$ cat config.mk
export PLATFORM = sky130hd
export DESIGN_NAME = light_effect_range
export DESIGN_NICKNAME = d
export VERILOG_FILES = /design/src/sv/ler_pkg.sv /design/src/sv/light_effect_range.sv /design/src/sv/ler_ctrl.sv /design/src/sv/ler_datapath.sv
export SDC_FILE = /design/constraint.sdc
export NUM_CORES = 2
export LEC_CHECK = 0
export ABC_AREA = 1
export BUFFER_PORTS_ARGS = -buffer_cell sky130_fd_sc_hd__buf_2
export CAP_MARGIN = 40
export CORE_MARGIN = 5
export CORE_UTILIZATION = 33
export DETAILED_ROUTE_END_ITERATION = 8
export SLEW_MARGIN = 20
export SYNTH_ARGS = -nofsm -noshare
export SYNTH_HDL_FRONTEND = slang
export SYNTH_HIERARCHICAL = 1
export SYNTH_SLANG_ARGS = --single-unit
$ cat constraint.sdc
create_clock -name clk -period 21 [get_ports clk]
set_input_delay 2.1 -clock clk [delete_from_list [all_inputs] [get_ports clk]]
set_output_delay 2.1 -clock clk [all_outputs]
set_load 0.03 [all_outputs]
$ cat src/sv/ler_pkg.sv
// Types, constants and a helper function shared by the light effect range block.
`timescale 1ns / 1ps

package ler_pkg;

    localparam int MODE_W  = 3;
    localparam int TERM_W  = 24;
    localparam int POW_W   = 24;
    localparam int RAD_W   = 32;
    localparam int DIST_W  = 10;
    localparam int P_W     = 31;
    localparam int QD_W    = 34;
    localparam int U_W     = 35;
    localparam int M_W     = 45;
    localparam int ATT_W   = 46;
    localparam int DELTA_W = 36;
    localparam int SQ_W    = 48;
    localparam int SUM_W   = 50;
    localparam int ROOT_W  = 25;
    localparam int REM_W   = 28;
    localparam int CNT_W   = 5;
    localparam int PIDX_W  = 3;

    localparam logic [MODE_W-1:0] MODE_POINT  = 3'd0;
    localparam logic [MODE_W-1:0] MODE_SPOT   = 3'd1;
    localparam logic [MODE_W-1:0] MODE_BOX    = 3'd2;
    localparam logic [MODE_W-1:0] MODE_SPHERE = 3'd3;

    localparam logic [DIST_W-1:0] DIST_MAX = 10'd1023;

    // Probe order of the coarse search.
    localparam logic [PIDX_W-1:0] PRB_1000 = 3'd0;
    localparam logic [PIDX_W-1:0] PRB_20   = 3'd1;
    localparam logic [PIDX_W-1:0] PRB_750  = 3'd2;
    localparam logic [PIDX_W-1:0] PRB_50   = 3'd3;
    localparam logic [PIDX_W-1:0] PRB_100  = 3'd4;
    localparam logic [PIDX_W-1:0] PRB_500  = 3'd5;
    localparam logic [PIDX_W-1:0] PRB_250  = 3'd6;

    // Walk start points picked by the probes.
    localparam logic [DIST_W-1:0] START_0   = 10'd0;
    localparam logic [DIST_W-1:0] START_21  = 10'd21;
    localparam logic [DIST_W-1:0] START_51  = 10'd51;
    localparam logic [DIST_W-1:0] START_101 = 10'd101;
    localparam logic [DIST_W-1:0] START_250 = 10'd250;
    localparam logic [DIST_W-1:0] START_500 = 10'd500;
    localparam logic [DIST_W-1:0] START_750 = 10'd750;

    // Last count values of the square accumulation and of the 25-step square root.
    localparam logic [CNT_W-1:0] SQ_LAST   = 5'd4;
    localparam logic [CNT_W-1:0] ROOT_LAST = 5'd24;

    typedef enum logic [3:0] {
        ST_IDLE,
        ST_START,
        ST_MUL1,
        ST_MUL2,
        ST_ADD,
        ST_PROBE,
        ST_DELTA,
        ST_WALK,
        ST_SQ,
        ST_ROOT,
        ST_DONE
    } state_t;

    typedef enum logic [1:0] {
        RES_DIST,
        RES_ROOT,
        RES_CONST,
        RES_INF
    } res_t;

    typedef enum logic [1:0] {
        SQ_C,
        SQ_L,
        SQ_Q
    } sq_sel_t;

    typedef struct packed {
        logic              load;
        logic              mul1;
        logic              mul2;
        logic              add;
        logic              d_load;
        logic [DIST_W-1:0] d_val;
        logic              delta;
        logic              walk;
        logic              sq_clr;
        logic              sq_mul;
        logic              sq_acc;
        sq_sel_t           sq_sel;
        logic              rt_init;
        logic              rt_step;
        logic              out_write;
        res_t              res_sel;
    } cmd_t;

    typedef struct packed {
        logic [MODE_W-1:0] mode;
        logic              att_lt;
        logic              att_gt;
        logic              d_max;
        logic              out_free;
    } stat_t;

    function automatic logic [DIST_W-1:0] probe_dist(input logic [PIDX_W-1:0] idx);
        logic [DIST_W-1:0] d;
        unique case (idx)
            PRB_1000: d = 10'd1000;
            PRB_20:   d = 10'd20;
            PRB_750:  d = 10'd750;
            PRB_50:   d = 10'd50;
            PRB_100:  d = 10'd100;
            PRB_500:  d = 10'd500;
            PRB_250:  d = 10'd250;
            default:  d = 10'd0;
        endcase
        return d;
    endfunction

endpackage

$ cat src/sv/light_effect_range.sv
// Top level of the light effect range block: controller plus datapath.
//
//  Channel   Valid      Stall      Word fields
//  -------   ---------  ---------  ------------------------------------------------
//  input     in_valid   in_stall   mode, const_term, linear_term, quad_term, light_power
//  output    out_valid  out_stall  radius, is_infinite
//
// One light is worked on at a time.
// Point/spot: k probes (2 to 7), then n unit walk steps; unbounded ends at the first probe.
// The longest walk, 922 steps from 101 to 1023, needs attenuation flat at the threshold.
// Ambient box lights take the 25-step root of the summed squares; sphere/unknown skip it.
// Reset is asynchronous and active low; it clears the state machine and output valid.
// A stalled result sits in the output register while the next word is accepted and worked on.
`timescale 1ns / 1ps

module light_effect_range
#(
    parameter int FRAC_BITS = 16
)
(
    input  logic                              clk,
    input  logic                              rst_n,
    input  logic                              in_valid,
    output logic                              in_stall,
    input  logic [ler_pkg::MODE_W-1:0]        mode,
    input  logic [ler_pkg::TERM_W-1:0]        const_term,
    input  logic [ler_pkg::TERM_W-1:0]        linear_term,
    input  logic [ler_pkg::TERM_W-1:0]        quad_term,
    input  logic signed [ler_pkg::POW_W-1:0]  light_power,
    output logic                              out_valid,
    input  logic                              out_stall,
    output logic [ler_pkg::RAD_W-1:0]         radius,
    output logic                              is_infinite
);

    // Commands flow from the controller to the datapath, status flows back.
    ler_pkg::cmd_t  cmd;
    ler_pkg::stat_t stat;

    // The controller walks a light through its type-specific sequence and
    // raises in_stall for as long as a light is in flight.
    ler_ctrl u_ctrl
    (
        .clk      (clk),
        .rst_n    (rst_n),
        .in_valid (in_valid),
        .in_stall (in_stall),
        .stat     (stat),
        .cmd      (cmd)
    );

    // The datapath holds the operands, the attenuation evaluator, the walk
    // adders, the square root unit and the output register.
    ler_datapath
    #(
        .FRAC_BITS (FRAC_BITS)
    )
    u_dp
    (
        .clk         (clk),
        .rst_n       (rst_n),
        .mode        (mode),
        .const_term  (const_term),
        .linear_term (linear_term),
        .quad_term   (quad_term),
        .light_power (light_power),
        .cmd         (cmd),
        .stat        (stat),
        .out_stall   (out_stall),
        .out_valid   (out_valid),
        .radius      (radius),
        .is_infinite (is_infinite)
    );

endmodule

$ cat src/sv/ler_ctrl.sv
// Controller state machine that sequences probes, the walk and the square root.
`timescale 1ns / 1ps

module ler_ctrl
(
    input  logic           clk,
    input  logic           rst_n,
    input  logic           in_valid,
    output logic           in_stall,
    input  ler_pkg::stat_t stat,
    output ler_pkg::cmd_t  cmd
);

    ler_pkg::state_t                   state_reg, state_next;
    logic [ler_pkg::PIDX_W-1:0]        probe_reg, probe_next;
    logic [ler_pkg::CNT_W-1:0]         cnt_reg, cnt_next;
    logic                              walk_mode_reg, walk_mode_next;
    ler_pkg::res_t                     res_reg, res_next;

    logic                              advance;
    logic                              start;
    logic [ler_pkg::DIST_W-1:0]        start_d;

    always_ff @(posedge clk or negedge rst_n)
    begin
        if (!rst_n)
        begin
            state_reg     <= ler_pkg::ST_IDLE;
            probe_reg     <= ler_pkg::PRB_1000;
            cnt_reg       <= '0;
            walk_mode_reg <= 1'b0;
            res_reg       <= ler_pkg::RES_INF;
        end
        else
        begin
            state_reg     <= state_next;
            probe_reg     <= probe_next;
            cnt_reg       <= cnt_next;
            walk_mode_reg <= walk_mode_next;
            res_reg       <= res_next;
        end
    end

    assign in_stall = (state_reg != ler_pkg::ST_IDLE);

    always_comb
    begin
        state_next     = state_reg;
        probe_next     = probe_reg;
        cnt_next       = cnt_reg;
        walk_mode_next = walk_mode_reg;
        res_next       = res_reg;
        cmd            = '0;
        advance        = 1'b0;
        start          = 1'b0;
        start_d        = ler_pkg::START_101;

        unique case (state_reg)
            ler_pkg::ST_IDLE:
            begin
                if (in_valid)
                begin
                    cmd.load   = 1'b1;
                    state_next = ler_pkg::ST_START;
                end
            end

            ler_pkg::ST_START:
            begin
                if (stat.mode == ler_pkg::MODE_POINT || stat.mode == ler_pkg::MODE_SPOT)
                begin
                    cmd.d_load     = 1'b1;
                    cmd.d_val      = ler_pkg::probe_dist(ler_pkg::PRB_1000);
                    probe_next     = ler_pkg::PRB_1000;
                    walk_mode_next = 1'b0;
                    state_next     = ler_pkg::ST_MUL1;
                end
                else if (stat.mode == ler_pkg::MODE_BOX)
                begin
                    cnt_next   = '0;
                    state_next = ler_pkg::ST_SQ;
                end
                else if (stat.mode == ler_pkg::MODE_SPHERE)
                begin
                    res_next   = ler_pkg::RES_CONST;
                    state_next = ler_pkg::ST_DONE;
                end
                else
                begin
                    res_next   = ler_pkg::RES_INF;
                    state_next = ler_pkg::ST_DONE;
                end
            end

            ler_pkg::ST_MUL1:
            begin
                cmd.mul1   = 1'b1;
                state_next = ler_pkg::ST_MUL2;
            end

            ler_pkg::ST_MUL2:
            begin
                cmd.mul2   = 1'b1;
                state_next = ler_pkg::ST_ADD;
            end

            ler_pkg::ST_ADD:
            begin
                cmd.add    = 1'b1;
                state_next = walk_mode_reg ? ler_pkg::ST_DELTA : ler_pkg::ST_PROBE;
            end

            ler_pkg::ST_PROBE:
            begin
                unique case (probe_reg)
                    ler_pkg::PRB_1000:
                    begin
                        if (stat.att_lt)
                        begin
                            res_next   = ler_pkg::RES_INF;
                            state_next = ler_pkg::ST_DONE;
                        end
                        else
                        begin
                            advance = 1'b1;
                        end
                    end
                    ler_pkg::PRB_20:
                    begin
                        start   = stat.att_gt;
                        advance = !stat.att_gt;
                        start_d = ler_pkg::START_0;
                    end
                    ler_pkg::PRB_750:
                    begin
                        start   = stat.att_lt;
                        advance = !stat.att_lt;
                        start_d = ler_pkg::START_750;
                    end
                    ler_pkg::PRB_50:
                    begin
                        start   = stat.att_gt;
                        advance = !stat.att_gt;
                        start_d = ler_pkg::START_21;
                    end
                    ler_pkg::PRB_100:
                    begin
                        start   = stat.att_gt;
                        advance = !stat.att_gt;
                        start_d = ler_pkg::START_51;
                    end
                    ler_pkg::PRB_500:
                    begin
                        start   = stat.att_lt;
                        advance = !stat.att_lt;
                        start_d = ler_pkg::START_500;
                    end
                    ler_pkg::PRB_250:
                    begin
                        start   = 1'b1;
                        start_d = stat.att_lt ? ler_pkg::START_250 : ler_pkg::START_101;
                    end
                    default:
                    begin
                        res_next   = ler_pkg::RES_INF;
                        state_next = ler_pkg::ST_DONE;
                    end
                endcase

                if (advance)
                begin
                    probe_next = probe_reg + 3'd1;
                    cmd.d_load = 1'b1;
                    cmd.d_val  = ler_pkg::probe_dist(probe_reg + 3'd1);
                    state_next = ler_pkg::ST_MUL1;
                end
                else if (start)
                begin
                    cmd.d_load     = 1'b1;
                    cmd.d_val      = start_d;
                    walk_mode_next = 1'b1;
                    state_next     = ler_pkg::ST_MUL1;
                end
            end

            ler_pkg::ST_DELTA:
            begin
                cmd.delta  = 1'b1;
                state_next = ler_pkg::ST_WALK;
            end

            ler_pkg::ST_WALK:
            begin
                if (stat.att_gt || stat.d_max)
                begin
                    res_next   = ler_pkg::RES_DIST;
                    state_next = ler_pkg::ST_DONE;
                end
                else
                begin
                    cmd.walk = 1'b1;
                end
            end

            ler_pkg::ST_SQ:
            begin
                // Square of one term per cycle; each product joins the sum in the cycle after it is registered.
                cnt_next = cnt_reg + 5'd1;
                case (cnt_reg)
                    5'd0:
                    begin
                        cmd.sq_clr = 1'b1;
                        cmd.sq_mul = 1'b1;
                        cmd.sq_sel = ler_pkg::SQ_C;
                    end
                    5'd1:
                    begin
                        cmd.sq_acc = 1'b1;
                        cmd.sq_mul = 1'b1;
                        cmd.sq_sel = ler_pkg::SQ_L;
                    end
                    5'd2:
                    begin
                        cmd.sq_acc = 1'b1;
                        cmd.sq_mul = 1'b1;
                        cmd.sq_sel = ler_pkg::SQ_Q;
                    end
                    5'd3:
                    begin
                        cmd.sq_acc = 1'b1;
                    end
                    default:
                    begin
                        cmd.rt_init = 1'b1;
                        cnt_next    = '0;
                        state_next  = ler_pkg::ST_ROOT;
                    end
                endcase
                if (cnt_reg > ler_pkg::SQ_LAST)
                begin
                    cnt_next = '0;
                end
            end

            ler_pkg::ST_ROOT:
            begin
                cmd.rt_step = 1'b1;
                cnt_next    = cnt_reg + 5'd1;
                if (cnt_reg == ler_pkg::ROOT_LAST)
                begin
                    res_next   = ler_pkg::RES_ROOT;
                    state_next = ler_pkg::ST_DONE;
                end
            end

            ler_pkg::ST_DONE:
            begin
                if (stat.out_free)
                begin
                    cmd.out_write = 1'b1;
                    cmd.res_sel   = res_reg;
                    state_next    = ler_pkg::ST_IDLE;
                end
            end

            default:
            begin
                state_next = ler_pkg::ST_IDLE;
            end
        endcase
    end

endmodule

$ cat src/sv/ler_datapath.sv
// Datapath: operand registers, attenuation evaluator, walk adders, root unit, output register.
`timescale 1ns / 1ps

module ler_datapath
#(
    parameter int FRAC_BITS = 16
)
(
    input  logic                                clk,
    input  logic                                rst_n,
    input  logic [ler_pkg::MODE_W-1:0]          mode,
    input  logic [ler_pkg::TERM_W-1:0]          const_term,
    input  logic [ler_pkg::TERM_W-1:0]          linear_term,
    input  logic [ler_pkg::TERM_W-1:0]          quad_term,
    input  logic signed [ler_pkg::POW_W-1:0]    light_power,
    input  ler_pkg::cmd_t                       cmd,
    output ler_pkg::stat_t                      stat,
    input  logic                                out_stall,
    output logic                                out_valid,
    output logic [ler_pkg::RAD_W-1:0]           radius,
    output logic                                is_infinite
);

    logic [ler_pkg::MODE_W-1:0]  mode_reg;
    logic [ler_pkg::TERM_W-1:0]  c_reg;
    logic [ler_pkg::TERM_W-1:0]  l_reg;
    logic [ler_pkg::TERM_W-1:0]  q_reg;
    logic [ler_pkg::P_W-1:0]     p_reg;
    logic [ler_pkg::DIST_W-1:0]  d_reg;
    logic [ler_pkg::QD_W-1:0]    qd_reg;
    logic [ler_pkg::M_W-1:0]     m_reg;
    logic [ler_pkg::ATT_W-1:0]   att_reg;
    logic [ler_pkg::DELTA_W-1:0] delta_reg;
    logic [ler_pkg::SQ_W-1:0]    prod_reg;
    logic [ler_pkg::SUM_W-1:0]   sum_reg;
    logic [ler_pkg::SUM_W-1:0]   rad_reg;
    logic [ler_pkg::REM_W-1:0]   rem_reg;
    logic [ler_pkg::ROOT_W-1:0]  root_reg;
    logic                        out_valid_reg;
    logic [ler_pkg::RAD_W-1:0]   radius_reg;
    logic                        inf_reg;

    logic [ler_pkg::POW_W-1:0]   mag;
    logic [ler_pkg::RAD_W-1:0]   p_full;
    logic [ler_pkg::U_W-1:0]     u_sum;
    logic [ler_pkg::TERM_W-1:0]  sq_op;
    logic [ler_pkg::REM_W-1:0]   rem_sh;
    logic [ler_pkg::REM_W-1:0]   trial;
    logic [ler_pkg::RAD_W-1:0]   dist_fx;

    // Magnitude of the intensity; the most negative code maps onto itself.
    assign mag    = light_power[ler_pkg::POW_W-1] ? (~light_power + 24'd1) : light_power;
    // 255 * |I| as a shift and a subtract.
    assign p_full = {mag, 8'd0} - ler_pkg::RAD_W'(mag);

    assign u_sum  = ler_pkg::U_W'(qd_reg) + ler_pkg::U_W'(l_reg);

    always_comb
    begin
        case (cmd.sq_sel)
            ler_pkg::SQ_C: sq_op = c_reg;
            ler_pkg::SQ_L: sq_op = l_reg;
            ler_pkg::SQ_Q: sq_op = q_reg;
            default:       sq_op = '0;
        endcase
    end

    assign rem_sh = {rem_reg[ler_pkg::REM_W-3:0], rad_reg[ler_pkg::SUM_W-1 -: 2]};
    assign trial  = ler_pkg::REM_W'({root_reg, 2'b01});

    assign dist_fx = ler_pkg::RAD_W'(ler_pkg::RAD_W'(d_reg) << FRAC_BITS);

    always_ff @(posedge clk)
    begin
        if (cmd.load)
        begin
            mode_reg <= mode;
            c_reg    <= const_term;
            l_reg    <= linear_term;
            q_reg    <= quad_term;
            p_reg    <= p_full[ler_pkg::P_W-1:0];
        end

        if (cmd.d_load)
        begin
            d_reg <= cmd.d_val;
        end
        else if (cmd.walk)
        begin
            d_reg <= d_reg + 10'd1;
        end

        // att(d) = c + d * (l + q * d), one multiplication per cycle.
        if (cmd.mul1)
        begin
            qd_reg <= ler_pkg::QD_W'(q_reg) * ler_pkg::QD_W'(d_reg);
        end
        if (cmd.mul2)
        begin
            m_reg <= ler_pkg::M_W'(u_sum) * ler_pkg::M_W'(d_reg);
        end

        if (cmd.add)
        begin
            att_reg <= ler_pkg::ATT_W'(c_reg) + ler_pkg::ATT_W'(m_reg);
        end
        else if (cmd.walk)
        begin
            att_reg <= att_reg + ler_pkg::ATT_W'(delta_reg);
        end

        // First difference att(d+1) - att(d) = l + q * (2d + 1), then grows by 2q a step.
        if (cmd.delta)
        begin
            delta_reg <= ler_pkg::DELTA_W'(l_reg) + ler_pkg::DELTA_W'({qd_reg, 1'b0})
                         + ler_pkg::DELTA_W'(q_reg);
        end
        else if (cmd.walk)
        begin
            delta_reg <= delta_reg + ler_pkg::DELTA_W'({q_reg, 1'b0});
        end

        if (cmd.sq_mul)
        begin
            prod_reg <= ler_pkg::SQ_W'(sq_op) * ler_pkg::SQ_W'(sq_op);
        end
        if (cmd.sq_clr)
        begin
            sum_reg <= '0;
        end
        else if (cmd.sq_acc)
        begin
            sum_reg <= sum_reg + ler_pkg::SUM_W'(prod_reg);
        end

        // Restoring square root, one result bit per step.
        if (cmd.rt_init)
        begin
            rad_reg  <= sum_reg;
            rem_reg  <= '0;
            root_reg <= '0;
        end
        else if (cmd.rt_step)
        begin
            rad_reg <= {rad_reg[ler_pkg::SUM_W-3:0], 2'b00};
            if (rem_sh >= trial)
            begin
                rem_reg  <= rem_sh - trial;
                root_reg <= {root_reg[ler_pkg::ROOT_W-2:0], 1'b1};
            end
            else
            begin
                rem_reg  <= rem_sh;
                root_reg <= {root_reg[ler_pkg::ROOT_W-2:0], 1'b0};
            end
        end

        if (cmd.out_write)
        begin
            case (cmd.res_sel)
                ler_pkg::RES_DIST:
                begin
                    radius_reg <= dist_fx;
                    inf_reg    <= 1'b0;
                end
                ler_pkg::RES_ROOT:
                begin
                    radius_reg <= ler_pkg::RAD_W'(root_reg);
                    inf_reg    <= 1'b0;
                end
                ler_pkg::RES_CONST:
                begin
                    radius_reg <= ler_pkg::RAD_W'(c_reg);
                    inf_reg    <= 1'b0;
                end
                default:
                begin
                    radius_reg <= '0;
                    inf_reg    <= 1'b1;
                end
            endcase
        end
    end

    always_ff @(posedge clk or negedge rst_n)
    begin
        if (!rst_n)
        begin
            out_valid_reg <= 1'b0;
        end
        else if (cmd.out_write)
        begin
            out_valid_reg <= 1'b1;
        end
        else if (!out_stall)
        begin
            out_valid_reg <= 1'b0;
        end
    end

    assign stat.mode     = mode_reg;
    assign stat.att_lt   = att_reg < ler_pkg::ATT_W'(p_reg);
    assign stat.att_gt   = att_reg > ler_pkg::ATT_W'(p_reg);
    assign stat.d_max    = (d_reg == ler_pkg::DIST_MAX);
    assign stat.out_free = !out_valid_reg || !out_stall;

    assign out_valid   = out_valid_reg;
    assign radius      = radius_reg;
    assign is_infinite = inf_reg;

endmodule

Word-level counts from Yosys, hierarchy flattened --
Index checks and enable logic that the tools add are counted.
Operators by class: add/sub/neg operators 13, multiply operators 3, magnitude comparators 4, eq/ne operators 51, mux-type cells 78, bitwise operators 1, reduce and logical (&&, ||, !) cells 34
Operators with widths (number):
- $mux 50 | 2
- $mux 46 | 2
- $pmux 26 s3 | 1
- $mux 36 | 2
- $pmux 24 s3 | 1
- $pmux 10 s7 | 1
- $pmux 10 s6 | 1
- $add 50x48->50 | 1
- $mul 24x24->48 | 1
- $add 24x45->46 | 1
- $add 46x36->46 | 1
- $gt 46x31->1 | 1
- $lt 46x31->1 | 1
- $mul 35x10->45 | 1
- $pmux 4 s11 | 1
- $add 24x35->36 | 1
- $add 36x24->36 | 1
- $add 36x25->36 | 1
- $mux 4 | 9
- $add 34x24->35 | 1
- $mul 24x10->34 | 1
- $mux 11 | 3
- $sub 31x24->31 | 1
- $ge 28x27->1 | 1
- other kinds (58) | 147
Storage, ports and cells: register bits after elaboration 525, bits of input ports 103, output and inout bits 35, word-level logic and storage cells 207

Longest topological paths before layout --
depth after elaboration 8, gate-level depth with buffers 41, gate-level depth less buffers 39

Hierarchy --
Netlist, hierarchy kept.
By module, submodules not included:
- ler_datapath | instances 1, cells each 9394, area an instance 71994.0 um^2, seq. area each 14088.5 um^2
- ler_ctrl | instances 1, cells each 273, area an instance 1686.6 um^2, seq. area each 377.9 um^2

Worst setup path before layout --
OpenSTA, ideal clock, no wires.
path kind reg-to-reg, start point register u_ctrl.state_reg[0], end point register u_dp/prod_reg[44] (netlist bit), data pin, library setup time 0.262 ns, arrival time 7.222 ns, required time 20.738 ns, slack 13.516 ns, stages on the path, launching flop included 38, buffers on the path 3, period minus slack after synthesis 7.484 ns, cells stage by stage dfrtp_1 -> nor2_1 -> inv_1 -> nor2_1 -> inv_1 -> nor2_1 -> buf_4 -> nor2_1 -> inv_2 -> buf_4 -> nor2_1 -> a221oi_1 -> inv_1 -> buf_2 -> nand2_1 -> inv_1 -> fa_1 -> inv_1 -> (+2 left out) -> inv_1 -> fa_1 -> fa_1 -> fa_1 -> inv_1 -> fa_1 -> inv_1 -> ha_1 -> nand2_1 -> nor2_1 -> inv_1 -> nor2_1 -> and3_1 -> nand2_1 -> nand3_1 -> nand2_1 -> a21oi_1 -> xor2_1
RTL lines:
- start, declared | line ler_ctrl.sv:14 | ler_pkg::state_t state_reg, state_next;
- start signal, assigned | line ler_ctrl.sv:28 | state_reg <= ler_pkg::ST_IDLE;
- start signal, assigned | line ler_ctrl.sv:36 | state_reg <= state_next;
- end signal, assigned | line ler_datapath.sv:125 | prod_reg <= ler_pkg::SQ_W'(sq_op) * ler_pkg::SQ_W'(sq_op);
- end, declared | line ler_datapath.sv:34 | logic [ler_pkg::SQ_W-1:0] prod_reg;

==> flow_metrics.py <==
metrics = {
    "floorplan": {
        "rows": 173,
        "die_area_sq_um": 232800,
        "core_sq_um": 222300,
        "start_util_pct": 33.14,
        "die_x_um": 482.5,
        "die_h_um": 482.5,
        "io-pin-count": 138,
    },
    "worst_hold_path": {
        "whs_endpoint": "u_ctrl/res_reg[0]$_DFFE_PN1P_",
        "min_path_type": "register to register",
        "hold_depth": 2,
        "worstHoldStart": "u_ctrl/res_reg[0]$_DFFE_PN1P_",
    },
    "global_routing": {
        "grt_max_degree": 92,
        "groute.usage.overall_pct": 22.55,
        "antenna_found_initial": 32,
        "grt_overflow_total": 0,
        "grt_pass1_wl_mm": 401.1,
        "grt_pass1_vias": 65660,
    },
    "cells_and_area": {
        "area_delta_synth_final_pct": 8.840,
        "register_area_sq_um": 14470,
        "fillers": 23470,
        "fin_nets": 11320,
        "drive_gt1_share_pct": 4.740,
        "multi_input_area_sq_um": 50620,
        "stdcell_count": 12780,
    },
    "place": {
        "dpl.hpwl_mm": 220.5,
        "gp_congestion": 0.9903,
        "placed_cells": 12650,
        "portBuffers": 131,
    },
    "sta": {
        "tightest_slew_ns": 0.9142,
        "fin_skew_ns": 0.1020,
        "finalSetupViolations": 0,
        "period_needed_ns": 9.479,
        "hold_viol_final": 0,
        "tns_ns": 0,
        "rsz0062_at_grt": "false",
        "max_slew_margin_pct": 39.05,
        "drv_slew": 0,
        "fin_crit_sh_pct": 45.14,
        "timing.fmax_mhz": 105.5,
        "holdWs_ns": 0.4670,
    },
    "critical_path": {
        "crit_fanout": 24,
        "cp.arrival_ns": 9.95,
        "cp-start-kind": "register",
        "r2r_end": "u_dp/prod_reg[35]$_DFFE_PP_",
        "cp.buffers_inverters": 11,
        "timing.rr.start": "u_ctrl/state_reg[0]$_DFFE_PN0P_",
        "rrSetupSlack_ns": 11.52,
        "crit_slowest_cell": "a221oi_1",
        "critPathCaptureType": "register",
        "r2r_cells": 34,
        "crit_path_frequent_cell": "inv_1",
        "path_class": "register to register",
        "cpPeakStageDelay_ns": 0.63,
        "worstPathRequired_ns": 21.48,
        "cp_top_family": "adder cells",
    },
    "clock_tree": {
        "cts_resized": 0,
        "ctsHoldBuffers": 0,
        "cts_buffer_depth": 3,
        "cts_made_buffers": 61,
        "insertion_delay_ns": 0.74,
        "clockRootBuffer": "clkbuf_16",
        "clkSlewWorstSetupHoldPaths_ns": 0.07,
        "cts.sinks": 518,
        "cts_tree": "yes",
        "ctsHtreeMaxLevel": 2,
        "cts_setup_buffers": 0,
    },
    "logic_synthesis": {
        "yosysWarnings": 6,
        "synth_top_area_cell": "fa_1",
        "ys_types": 76,
        "synth_top_cell_area_share_pct": 24.13,
        "synth.avg_cell_area_sq_um": 7.622,
        "synth_area_sq_um": 73680,
        "async_flop_share_pct": 3.089,
        "netlist_instances": 9667,
        "synth-main-ff-cell": "edfxtp_1",
        "seq_area_frac_synth_pct": 19.63,
        "synth_edf_count": 401,
        "synth.area.top_cells": "fa_1, edfxtp_1, nand2_1",
        "synth-seq-cells": 518,
    },
    "drt": {
        "vias_per_cell": 5.094,
        "drt-initial-drc-count": 5814,
        "routedWlPerCell_um": 20.86,
        "wl_mm": 266.5,
        "firstDrtPassIters": 8,
        "vias": 65080,
        "drc_errors": 0,
        "ant_nets": 0,
    },
    "run_status": {
        "outcome": "completed",
    },
    "job": {
        "drv_cap": 0,
    },
}
==> cells in the mapped netlist, types with 63 or more instances <==
master    count
nand2_1    2142
inv_1      2039
nor2_1      904
fa_1        888
ha_1        587
a21oi_1     580
o21ai_0     459
nand3_1     416
edfxtp_1    401
xor2_1      176
clkbuf_1    154
dfxtp_1     101
nor3_1       79
xnor2_1      71
nand4_1      63
==> area by class of cell <==
cell class	instances	area share (%)
antenna	10	0.03120
clock inverter	48	0.7536
clock buffer	68	1.961
tap	2975	4.642
timing repair buffer	226	1.829
sequential	518	18.04
multi-input combinational	6874	63.12
inverter	2056	9.626
==> cells by family (layout without fill, tap and decap cells) <==
| group | after synthesis | count (layout) | synth area share (%) |
|---|---|---|---|
| adders and majority gates | 1475 | 1475 | 34.10 |
| buffers and inverters | 2280 | 2398 | 11.79 |
| AOI/OAI and AO/OA | 1394 | 1394 | 10.63 |
| other | 1 | 16 | 0.005090 |
| muxes | 3 | 3 | 0.04245 |
| xor gates and xnor gates | 251 | 251 | 3.040 |
| DFF | 518 | 518 | 19.63 |
| and+or+nand+nor | 3745 | 3745 | 20.77 |
==> worst register-to-register path, delay by kind of cell, from the launching register on <==
kind / cells / cell delay [ns]
xor gates and xnor gates: 1 / 0.10
buffers and inverters: 11 / 1.74
adders and majority gates: 8 / 3.81
AOI/OAI and AO/OA: 4 / 1.19
DFF: 1 / 0.44
and+or+nand+nor: 10 / 1.93
==> through the flow <==
stage	setup slack, ns	utilization [%]	area [sq um]
after floorplan	13.52	-	73700
after global placement	11.45	34.99	77780
after detailed placement	11.47	35.07	77950
after CTS	11.46	36.04	80130
after global routing	11.00	36.07	80180
final	11.52	36.07	80190
==> worst max path at each step <==
stage / from / endpoint / cells past startpoint
6_report: u_ctrl/state_reg[0]$_DFFE_PN0P_ / u_dp/prod_reg[35]$_DFFE_PP_ / 34
4_1_cts: u_ctrl/state_reg[0]$_DFFE_PN0P_ / u_dp/prod_reg[35]$_DFFE_PP_ / 35
3_5_place_dp: u_ctrl/state_reg[0]$_DFFE_PN0P_ / u_dp/prod_reg[35]$_DFFE_PP_ / 35
2_1_floorplan: u_ctrl/state_reg[0]$_DFFE_PN0P_ / u_dp/prod_reg[44]$_DFFE_PP_ / 37
5_1_grt: u_ctrl/state_reg[1]$_DFFE_PN0P_ / u_dp/prod_reg[42]$_DFFE_PP_ / 34
3_3_place_gp: u_ctrl/state_reg[0]$_DFFE_PN0P_ / u_dp/prod_reg[46]$_DFFE_PP_ / 35
==> per-layer routing <==
layer	vias to the layer above	GRT usage, %	routed length, um
met5	-	0	29
met4	4	9.132	12600
met2	2273	37.68	125100
met3	480	3.087	17330
met1	31900	29.47	111400
li1	30430	-	-
==> cells in the final DEF, fill, tap and decap left out, types with 26 or more instances in the layout <==
cell       instances
buf_4             83
xnor2_1           71
nor3_1            79
o21bai_1          53
clkbuf_16         61
fa_1             888
o211ai_1          31
nand4_1           63
nor2_1           896
nor4_1            26
nand2_1         2141
buf_2            133
nand3_1          416
o22ai_1           48
a21o_1            55
xor2_1           176
inv_1           2033
a31oi_1           36
ha_1             587
o21ai_0          459
o21a_1            29
edfxtp_1         401
a21oi_1          580
dfxtp_1          101
Power is left out: the tool's default activity adds up to more than one toggle a clock period on the data nets, which glitch-free logic cannot reach.
